===== config.mk =====
export PLATFORM = sky130hd
export DESIGN_NAME = gbs_ram
export DESIGN_NICKNAME = d
export VERILOG_FILES = /design/src/design/gbs_ram.sv
export SDC_FILE = /design/constraint.sdc
export NUM_CORES = 1
export LEC_CHECK = 0
export BUFFER_PORTS_ARGS = -buffer_cell sky130_fd_sc_hd__buf_4
export CELL_PAD_IN_SITES_DETAIL_PLACEMENT = 0
export CELL_PAD_IN_SITES_GLOBAL_PLACEMENT = 1
export CORE_UTILIZATION = 52
export DETAILED_ROUTE_END_ITERATION = 10
export GPL_ROUTABILITY_DRIVEN = 0
export MAX_ROUTING_LAYER = met4
export PLACE_DENSITY = 0.72
export SYNTH_ARGS = -nofsm -noshare
export SYNTH_HDL_FRONTEND = slang
export SYNTH_SLANG_ARGS = --single-unit

===== constraint.sdc =====
create_clock -name clk -period 3 [get_ports clk]
set_input_delay 0.3 -clock clk [delete_from_list [all_inputs] [get_ports clk]]
set_output_delay 0.3 -clock clk [all_outputs]
set_load 0.05 [all_outputs]

===== src/design/gbs_ram.sv =====
`timescale 1ns / 1ps
module gbs_ram #(
  parameter int Width = 8,
  parameter int Depth = 64
) (
  input  logic                     clk,
  input  logic                     we,
  input  logic [$clog2(Depth)-1:0] waddr,
  input  logic [Width-1:0]         wdata,
  input  logic [$clog2(Depth)-1:0] raddr,
  output logic [Width-1:0]         rdata
);
  logic [Width-1:0] mem [Depth];
  always_ff @(posedge clk) begin
    if (we) begin
      mem[waddr] <= wdata;
    end
    rdata <= mem[raddr];
  end
endmodule


==> reports/metrics.cfg, run 1 <==
[clock_tree]
clock_latency_ns = 0.59
cts_setup_buffers = 0
cts_root_buf = clkbuf_16
postCtsHoldBufs = 0
numCtsBuffers = 50
cts_tree = built
clkTransAtPathRegs_ns = 0.06
clock_path_buffers = 3
cts-htree-levels = 2
cts_resized = 0
numClockSinks = 520

[sta]
finalSetupViolCount = 0
setup_ws_ns = 0.873
fin_tns_setup_ns = 0
min_period_ns = 2.13
hold_viol_final = 0
finalClockSkew_ns = 0.0136
drv_slew = 0
worst_pin_slew_ns = 0.796
relSlewSlack_pct = 46.9
rsz0062_at_grt = false
clock.fmax_mhz = 470
post-route-period-util_pct = 70.9

[synth]
synth_seq_cells = 520
syn_inst = 940
synth_area_sq_mm = 0.0202
avgSynthCellArea_sq_um = 21.5
synth_warnings = 0
synth.distinct_cells = 40
ys_seq_area_share_pct = 77.0
synth_nets = 962

[grt]
grt_pass1_wl_mm = 65.9
grt_pass1_vias = 9747
antenna_found_initial = 0
grt_max_degree = 65
grt_use_total_pct = 24.5
grt-ovfl-total = 0

[power_and_ir_drop]
power.leakage_nw = 7.44
ir_drop_v = 0.000487
p_per_area_mw_per_mm2 = 658

[finish]
area_delta_synth_final_pct = 14.9
nets = 1092
drive_above_1_share_pct = 30.7
insertedDiodeCount = 0
fillers = 2659

[floorplan]
ios = 30
rows = 71
core_area_sq_mm = 0.0379
start_util_pct = 53.2
die_w_um = 199
die_area_sq_mm = 0.0396
die_h_um = 199

[worst_setup_path]
timing.rr.end = rdata[5]
cp.arrival_ns = 2.59
cp-end-kind = flip-flop
r2r-start = mem[3][5]
reg2reg_depth = 5
required_ns = 3.46
r2r_slack_ns = 0.91
start_kind = primary input
path_class = primary input to flip-flop
crit_fanout = 20

[hold_path]
min_from = raddr[5]
hp-class = primary input to flip-flop
whs_endpoint = rdata[5]
hold_path_depth = 2

[routing]
routed_wl_mm = 44.6
vias_per_cell = 6.01
postRouteAntennaNets = 0
wire_per_inst_um = 27.5
dr.pass1.iters = 5
drc = 0
vias = 9741
drt_iter0_drc = 881

[outcome]
status = finished clean

[placed_design]
place_hpwl_mm = 27.1
place_ws_ns = 0.223
io_buffers = 29

[job]
cap_violations = 0

==> synth_stat cells <==
master     instances  share of area [%]
o22ai_1            8               0.25
nand2_1           19               0.35
nand4_1            2              0.062
buf_2             11               0.27
o21ai_1            2              0.050
o21a_1             2              0.074
nor2b_1           14               0.43
a22oi_1            3               0.11
a2111oi_0          2              0.087
mux2i_1           23                1.1
buf_12             2               0.20
o221ai_1           8               0.35
buf_4             13               0.48
o2111ai_1          3               0.13
nor3_1             7               0.17
o41ai_1            2              0.087
nor2_1            83                1.5
nand2b_1           7               0.22
or3_1              1              0.031
nand4b_1           1              0.043
clkbuf_1          17               0.32
mux4_2           126                 14
mux2_2            13               0.73
nor4_1             2              0.062
a21oi_1            3              0.074
a221oi_1           6               0.26
a31oi_1            1              0.031
o32ai_1            2              0.087
and2_1             1              0.031
dfxtp_1            8               0.79
o311ai_1           1              0.043
a211oi_1           4               0.15
buf_6              4               0.22
buf_1              4              0.074
edfxtp_1         512                 76
o2bb2ai_1          3               0.13
nand3_1           13               0.32
o21ai_0            2              0.050
o221a_2            2               0.11
nand3b_1           3               0.11
==> cell usage in the layout, fill, tap and decap left out, types with 4 or more instances in the layout <==
cell | Yosys | layout
dfxtp_1 | 8 | 8
clkbuf_1 | 17 | 16
nor2b_1 | 14 | 14
a211oi_1 | 4 | 4
clkbuf_8 | 0 | 9
buf_4 | 13 | 126
nand2_1 | 19 | 19
o22ai_1 | 8 | 8
mux2i_1 | 23 | 23
o221ai_1 | 8 | 8
nand2b_1 | 7 | 7
nor3_1 | 7 | 7
edfxtp_1 | 512 | 512
clkinv_1 | 0 | 6
nor2_1 | 83 | 83
mux2_2 | 13 | 13
clkinv_2 | 0 | 5
nand3_1 | 13 | 13
mux4_2 | 126 | 126
bufinv_16 | 0 | 4
a221oi_1 | 6 | 6
clkbuf_16 | 0 | 53
==> layout make-up <==
type	instances	area, sq um	share of cell area, %
Clock buffer	77	1500	6.46
Clock inverter	16	176	0.762
Multi-Input combinational cell	369	4320	18.6
Sequential cell	520	15500	67.1
Tap cell	511	639	2.76
Timing Repair Buffer	129	1000	4.32
==> per-stage QoR <==
stage | area, sq um | hold WS [ns] | instances | power [mW] | utilization, %
after CTS | 23200 | 0.0704 | 1622 | 15.3 | 61.1
after floorplan | 20200 | 0.399 | 940 | 8.69 | -
final | 23200 | 0.0934 | 1622 | 15.2 | 61.1
after global routing | 23200 | 0.109 | 1622 | 15.6 | 61.1
after detailed placement | 21500 | 0.679 | 1529 | 9.06 | 56.7
after global placement | 21500 | 0.678 | 1529 | 9.05 | 56.7
==> where the power goes <==
part           switching, mW  internal (mW)
combinational          0.516          0.309
clock                   2.57           3.77
sequential            0.0250           8.04
==> per-layer routing <==
metal	global-route usage [%]	part of all wire, %
met5	-	0
met4	7.09	2.2
met3	3.66	6.5
met2	36.2	47
met1	35.9	44
==> registers in the layout (all words and copies together) (netlist names) <==
signal	count
rdata	8
mem	512
==> worst max-delay path by stage <==
stage                     to  cells past startpoint      from
floorplan           rdata[3]                      7  raddr[1]
global placement    rdata[5]                      7  raddr[0]
detailed placement  rdata[5]                      7  raddr[0]
CTS                 rdata[5]                      7  raddr[0]
global route        rdata[5]                      7  raddr[0]
finish              rdata[5]                      7  raddr[0]
==> kinds of logic (layout without fill, tap and decap cells) <==
logic type / count (synthesis) / count (layout) / synth area share, %
mux: 162 / 162 / 15.9
simple gates: 153 / 153 / 3.39
compound gates: 54 / 54 / 2.07
buf+inv: 51 / 222 / 1.57
flops: 520 / 520 / 77.0
==> worst max-delay path, cell delays in order <==
cell       delay, ns
clkbuf_8        0.28
buf_4           0.33
mux4_2          0.53
nor2b_1         0.18
a2111oi_0       0.67
buf_4           0.23
o41ai_1         0.06
(Power assumes the default switching activity.)
==> run 2: changes to the inputs <==
Settings changed: CORE_UTILIZATION 52 to 50.
Clock period 3 ns to 1.9 ns, I/O delays scaled along.
==> run 2 against run 1 <==
Compared with the run above: cell count is 4.1% higher; sequential cell count did not move; non-clock buffer count up 54; clock skew rose by 0.0036 ns; via count grew 2.3%; core utilization fell by 0.96 points; worst hold slack got worse by 0.0059 ns; final area up 3.1%; die area increased by 4.0%; largest cell class unchanged.
==> reports/metrics.cfg, run 2 (synthesis results as in run 1) <==
[clock_tree]
cts-htree-levels = 2  ; unchanged
clock_latency_ns = 0.59  ; about the same
cts_root_buf = clkbuf_16  ; unchanged
cts_tree = built  ; unchanged
numCtsBuffers = 52  ; was 50
clock_path_buffers = 3  ; unchanged
clkTransAtPathRegs_ns = 0.06  ; about the same
numClockSinks = 520  ; unchanged

[grt]
grt_pass1_vias = 10000  ; was 9747
antenna_found_initial = 0  ; unchanged
grt-ovfl-total = 0  ; unchanged
grt_pass1_wl_mm = 66.7  ; was 65.9 mm
grt_max_degree = 65  ; unchanged
grt_use_total_pct = 23.5  ; was 24.5%

[worst_setup_path]
required_ns = 2.37  ; was 3.46 ns
cp-end-kind = flip-flop  ; unchanged
crit_fanout = 1  ; was 20
path_class = flip-flop to flip-flop  ; was primary input to flip-flop
cp.arrival_ns = 2.34  ; was 2.59 ns
max_stage_delay_ns = 0.47  ; was 0.67 ns
cp_slowest_cell = mux4_2  ; was a2111oi_0
crit_path_cell_trace = mux4_2 > mux2_2 > o221a_4 > nor3_2 > buf_4 > o32ai_1  ; was clkbuf_8 > buf_4 > mux4_2 > nor2b_1 > a2111oi_0 > buf_4 > o41ai_1
start_kind = flip-flop  ; was primary input
reg2reg_depth = 6  ; was 5

[finish]
fillers = 2803  ; was 2659
drive_above_1_share_pct = 34.8  ; was 30.7%
insertedDiodeCount = 0  ; unchanged
regMostFlops = mem  ; unchanged
reg.largest.list = mem: 512 flops, rdata: 8 flops  ; unchanged
final_common_cell = edfxtp_1  ; unchanged
nets = 1148  ; was 1092
area_delta_synth_final_pct = 18.4  ; was 14.9%
final_cell_mix = 512 x edfxtp_1, 167 x buf_4, 126 x mux4_2, 81 x nor2_1, 53 x clkbuf_16  ; was 512 x edfxtp_1, 126 x mux4_2, 126 x buf_4, 83 x nor2_1, 53 x clkbuf_16
largest_reg_flops = 512  ; unchanged

[power_and_ir_drop]
p_per_area_mw_per_mm2 = 1040  ; was 658 mW/mm^2
ir_drop_v = 0.000725  ; was 0.000487 V
power.leakage_nw = 7.80  ; was 7.44 nW

[sta]
post-route-period-util_pct = 98.4
drv_slew = 0  ; unchanged
hold_viol_final = 0  ; unchanged
fin_tns_setup_ns = 0  ; unchanged
finalSetupViolCount = 0  ; unchanged
rsz0062_at_grt = true  ; was false
relSlewSlack_pct = 51.9  ; was 46.9%
clock.fmax_mhz = 535
min_period_ns = 1.87
finalClockSkew_ns = 0.0172  ; was 0.0136 ns
worst_pin_slew_ns = 0.722  ; was 0.796 ns
setup_ws_ns = 0.0307  ; was 0.873 ns

[routing]
routed_wl_mm = 44.9  ; was 44.6 mm
vias = 9967  ; was 9741
wire_per_inst_um = 26.6  ; was 27.5 um
vias_per_cell = 5.90  ; was 6.01
postRouteAntennaNets = 0  ; unchanged
drt_iter0_drc = 895  ; was 881
drc = 0  ; unchanged
dr.pass1.iters = 5  ; unchanged

[hold_path]
hold_path_depth = 3  ; was 2
hp-class = primary input to flip-flop  ; unchanged

[floorplan]
start_util_pct = 50.8  ; was 53.2%
rows = 73  ; was 71
die_area_sq_mm = 0.0411  ; was 0.0396 sq mm
ios = 30  ; unchanged
die_h_um = 203  ; was 199 um
die_w_um = 203  ; was 199 um
core_area_sq_mm = 0.0397  ; was 0.0379 sq mm

[placed_design]
io_buffers = 29  ; unchanged
place_ws_ns = -0.573  ; was 0.223 ns
place_hpwl_mm = 28.2  ; was 27.1 mm

[job]
cap_violations = 0  ; unchanged

[outcome]
status = finished clean  ; unchanged

## run 2: changes by cell type in the layout (fill, tap and decap cells not counted), sizes merged
| cell | previous run | this run |
|---|---|---|
| dlygate4sd3 | 0 | 1 |
| clkbuf | 78 | 65 |
| buf | 128 | 181 |
| bufinv | 4 | 10 |
| clkinv | 12 | 15 |
| clkinvlp | 0 | 3 |
## run 2: critical path, delay by kind of cell, from the launching register on
kind	cells	cell delay [ns]
muxes	2	0.76
DFF	1	0.37
AOI/OAI and AO/OA	2	0.34
and+or+nand+nor	1	0.16
buffers and inverters	1	0.14
## run 2: power breakdown
group	switching (mW)	internal (mW)	leakage (nW)	total (mW)
combinational	0.831	0.597	2.28	1.43
sequential	0.0432	12.7	4.67	12.7
clock	4.14	6.44	0.848	10.6
## run 2: cell type report
cell class / count / area, sq um / area share [%]
sequential: 520 / 15500 / 65.1
clock inverter: 28 / 388 / 1.62
timing repair buffer: 183 / 1560 / 6.52
tap: 525 / 657 / 2.75
clock buffer: 64 / 1370 / 5.73
multi-input combinational: 369 / 4370 / 18.3
## run 2: timing repair
action                     in CTS  in global routing
hold endpoints to repair        4                  0
gates cloned                    0                  0
hold buffers                    1                  0
gates resized for setup         9                  4
buffers inserted                0                  0
setup endpoints to repair       5                  4
pin swaps                       0                  2
## run 2: worst paths after layout
| kind | slack [ns] | startpoint | endpoint |
|---|---|---|---|
| max | 0.03 | mem[24][6] | rdata[6] |
| min | 0.09 | raddr[4] | rdata[2] |
| min reg2reg | 0.83 | mem[23][1] | rdata[1] |
| max reg2reg | 0.03 | mem[24][6] | rdata[6] |
## run 2: through the flow
| step | util (%) | area, sq um | instances | hold WS [ns] | total power, mW |
|---|---|---|---|---|---|
| 5_1_grt | 60.1 | 23900 | 1689 | 0.0896 | 25.4 |
| 6_report | 60.1 | 23900 | 1689 | 0.0876 | 24.7 |
| 2_1_floorplan | - | 20200 | 940 | 0.289 | 13.7 |
| 4_1_cts | 60.0 | 23900 | 1689 | 0.0550 | 24.9 |
| 3_5_place_dp | 55.5 | 22100 | 1596 | 0.603 | 14.4 |
| 3_3_place_gp | 55.5 | 22100 | 1596 | 0.590 | 14.4 |
## run 2: layer usage
metal | wire length, um | global-route usage, % | up-vias
met4 | 1090 | 7.28 | 0
met5 | 0 | - | -
met1 | 19400 | 33.1 | 5291
met3 | 2870 | 3.85 | 68
met2 | 21600 | 35.5 | 317
li1 | - | - | 4291
==> run 3: changes to the inputs <==
--- a/config.mk
+++ b/config.mk
@@ -9,9 +9,10 @@
 export CELL_PAD_IN_SITES_DETAIL_PLACEMENT = 0
 export CELL_PAD_IN_SITES_GLOBAL_PLACEMENT = 1
-export CORE_UTILIZATION = 50
+export CORE_MARGIN = 2
+export CORE_UTILIZATION = 40
 export DETAILED_ROUTE_END_ITERATION = 10
 export GPL_ROUTABILITY_DRIVEN = 0
 export MAX_ROUTING_LAYER = met4
-export PLACE_DENSITY = 0.72
+export PLACE_DENSITY = 0.59
 export SYNTH_ARGS = -nofsm -noshare
 export SYNTH_HDL_FRONTEND = slang
==> constraint.sdc (replaced) <==
create_clock -name clk -period 1.9 [get_ports clk]
set_input_delay 0.19 -clock clk [delete_from_list [all_inputs] [get_ports clk]]
set_output_delay 0.19 -clock clk [all_outputs]
set_load 0.1 [all_outputs]
==> run 3 against run 2 <==
Compared with the run above: the run now ends with setup timing left; sequential share of layout area is essentially flat; clock power decreased by 11%; combinational power increased by 6%; fmax is 2.3% lower; routed wire length is 4.4% higher; first-iteration DRC count is 9.4% lower; setup slack worse by 0.044 ns; critical endpoint is now rdata[4].
==> reports/metrics.cfg, run 3 (synthesis results as in run 1) <==
[hold_path]
hp-class = primary input to flip-flop  ; unchanged
min_from = wdata[0]  ; was raddr[4]
hold_path_depth = 1  ; was 3

[sta]
rsz0062_at_grt = true  ; unchanged
post-route-period-util_pct = 101  ; was 98.4%
hold_viol_final = 0  ; unchanged
timing.hold.ws_ns = 0.0262  ; was 0.0876 ns
relSlewSlack_pct = 51.4  ; was 51.9%
finalClockSkew_ns = 0.0130  ; was 0.0172 ns
clock.fmax_mhz = 523  ; was 535 MHz
worst_pin_slew_ns = 0.728  ; was 0.722 ns
drv_slew = 0  ; unchanged
finalSetupViolCount = 1  ; was 0
setup_ws_ns = -0.0134  ; was 0.0307 ns
min_period_ns = 1.91  ; was 1.87 ns

[routing]
routed_wl_mm = 46.9  ; was 44.9 mm
drc = 0  ; unchanged
vias_per_cell = 5.34  ; was 5.90
vias = 9881  ; was 9967
wire_per_inst_um = 25.4  ; was 26.6 um
dr.pass1.iters = 5  ; unchanged
postRouteAntennaNets = 0  ; unchanged
drt_iter0_drc = 811  ; was 895

[finish]
reg.largest.list = mem: 512 flops, rdata: 8 flops  ; unchanged
drive_above_1_share_pct = 35.1  ; was 34.8%
largest_reg_flops = 512  ; unchanged
stdcell_count = 1850  ; was 1689
final_common_cell = edfxtp_1  ; unchanged
nets = 1160  ; was 1148
insertedDiodeCount = 0  ; unchanged
final_cell_mix = 512 x edfxtp_1, 183 x buf_4, 126 x mux4_2, 83 x nor2_1, 53 x clkbuf_16  ; was 512 x edfxtp_1, 167 x buf_4, 126 x mux4_2, 81 x nor2_1, 53 x clkbuf_16
regMostFlops = mem  ; unchanged
area_delta_synth_final_pct = 18.5  ; was 18.4%
seqCellArea_sq_mm = 0.0155  ; unchanged
fillers = 4154  ; was 2803
multi_input_area_sq_mm = 0.00439  ; was 0.00437 sq mm

[placed_design]
place_hpwl_mm = 30.1  ; was 28.2 mm
io_buffers = 29  ; unchanged
dp.cells = 1756  ; was 1596
place_ws_ns = -0.486  ; was -0.573 ns

[floorplan]
die_w_um = 229  ; was 203 um
rows = 82  ; was 73
die_area_sq_mm = 0.0522  ; was 0.0411 sq mm
die_h_um = 229  ; was 203 um
core_area_sq_mm = 0.0500  ; was 0.0397 sq mm
start_util_pct = 40.4  ; was 50.8%
ios = 30  ; unchanged

[power_and_ir_drop]
p_per_area_mw_per_mm2 = 993  ; was 1040 mW/mm^2
p_total_mw = 23.7  ; was 24.7 mW
ir_drop_v = 0.000754  ; was 0.000725 V
power.leakage_nw = 7.76  ; was 7.80 nW

[worst_setup_path]
timing.rr.end = rdata[4]  ; was rdata[6]
cp.arrival_ns = 2.37  ; was 2.34 ns
cp-end-kind = flip-flop  ; unchanged
crit_path_cell_trace = mux4_2 > mux2_4 > o221a_4 > nor3_4 > o32ai_2  ; was mux4_2 > mux2_2 > o221a_4 > nor3_2 > buf_4 > o32ai_1
max_stage_delay_ns = 0.48  ; was 0.47 ns
reg2reg_depth = 5  ; was 6
cp_num_cells = 5  ; was 6
required_ns = 2.36  ; was 2.37 ns
path_class = flip-flop to flip-flop  ; unchanged
r2r_slack_ns = -0.01  ; was 0.03 ns
start_kind = flip-flop  ; unchanged
cp-endpoint = rdata[4]  ; was rdata[6]
crit_fanout = 1  ; unchanged
critical_path.top_delay_family = multiplexers  ; unchanged
worst-path-buf-inv = 0  ; was 1
cp_slowest_cell = mux4_2  ; unchanged
startpoint = mem[20][4]  ; was mem[24][6]
r2r-start = mem[20][4]  ; was mem[24][6]

[clock_tree]
clkTransAtPathRegs_ns = 0.06  ; about the same
clock_path_buffers = 3  ; unchanged
cts_root_buf = clkbuf_16  ; unchanged
numClockSinks = 520  ; unchanged
cts-htree-levels = 2  ; unchanged
clock_latency_ns = 0.59  ; about the same
numCtsBuffers = 53  ; was 52
cts_tree = built  ; unchanged

[grt]
grt-ovfl-total = 0  ; unchanged
grt_use_total_pct = 18.9  ; was 23.5%
antenna_found_initial = 0  ; unchanged
grt_max_degree = 65  ; unchanged
grt_pass1_wl_mm = 69.4  ; was 66.7 mm
grt_pass1_vias = 10200  ; was 10000

[outcome]
violations = setup timing
status = complete, but fails checks  ; was finished clean

[job]
cap_violations = 0  ; unchanged

## run 3: worst min path at each step
stage | endpoint | slack [ns]
6_report | mem[32][0] | 0.03
3_5_place_dp | rdata[1] | 0.56
4_1_cts | mem[32][0] | 0.009
2_1_floorplan | mem[0][0] | 0.29
3_3_place_gp | rdata[1] | 0.56
5_1_grt | mem[32][0] | 0.04
## run 3: final cells by class
class | instances | area share [%]
clock inverter | 29 | 0.723
timing repair buffer | 194 | 6.60
multi-input combinational | 369 | 18.4
clock buffer | 66 | 5.76
sequential | 520 | 65.0
tap | 672 | 3.52
## run 3: report_power, final
| group | leakage (nW) | internal, mW | total (mW) | switching [mW] |
|---|---|---|---|---|
| combinational | 2.33 | 0.591 | 1.51 | 0.924 |
| clock | 0.758 | 5.25 | 9.47 | 4.22 |
| sequential | 4.67 | 12.7 | 12.7 | 0.0426 |
| total | 7.76 | 18.5 | 23.7 | 5.19 |
## run 3: metal layers
metal / track usage, % / wire (um) / share of wire (%)
met3: 3.17 / 2360 / 5.0
met5: - / 0 / 0
met4: 4.90 / 881 / 1.9
met2: 29.4 / 22500 / 48
met1: 26.0 / 21100 / 45
## run 3: through the flow
step	util (%)	area (sq um)	TNS [ns]
2_1_floorplan	-	20200	0
3_3_place_gp	44.6	22300	-2.92
3_5_place_dp	44.6	22300	-3.02
4_1_cts	47.8	23900	-0.0280
5_1_grt	47.8	23900	-0.151
6_report	47.8	23900	-0.0134
## run 3: timing repair
item,CTS,global route
buffers inserted,0,0
setup endpoints to repair,3,7
resized for setup,9,6
hold buffers,1,0
pin swaps,5,0
endpoints found under the hold margin,7,0
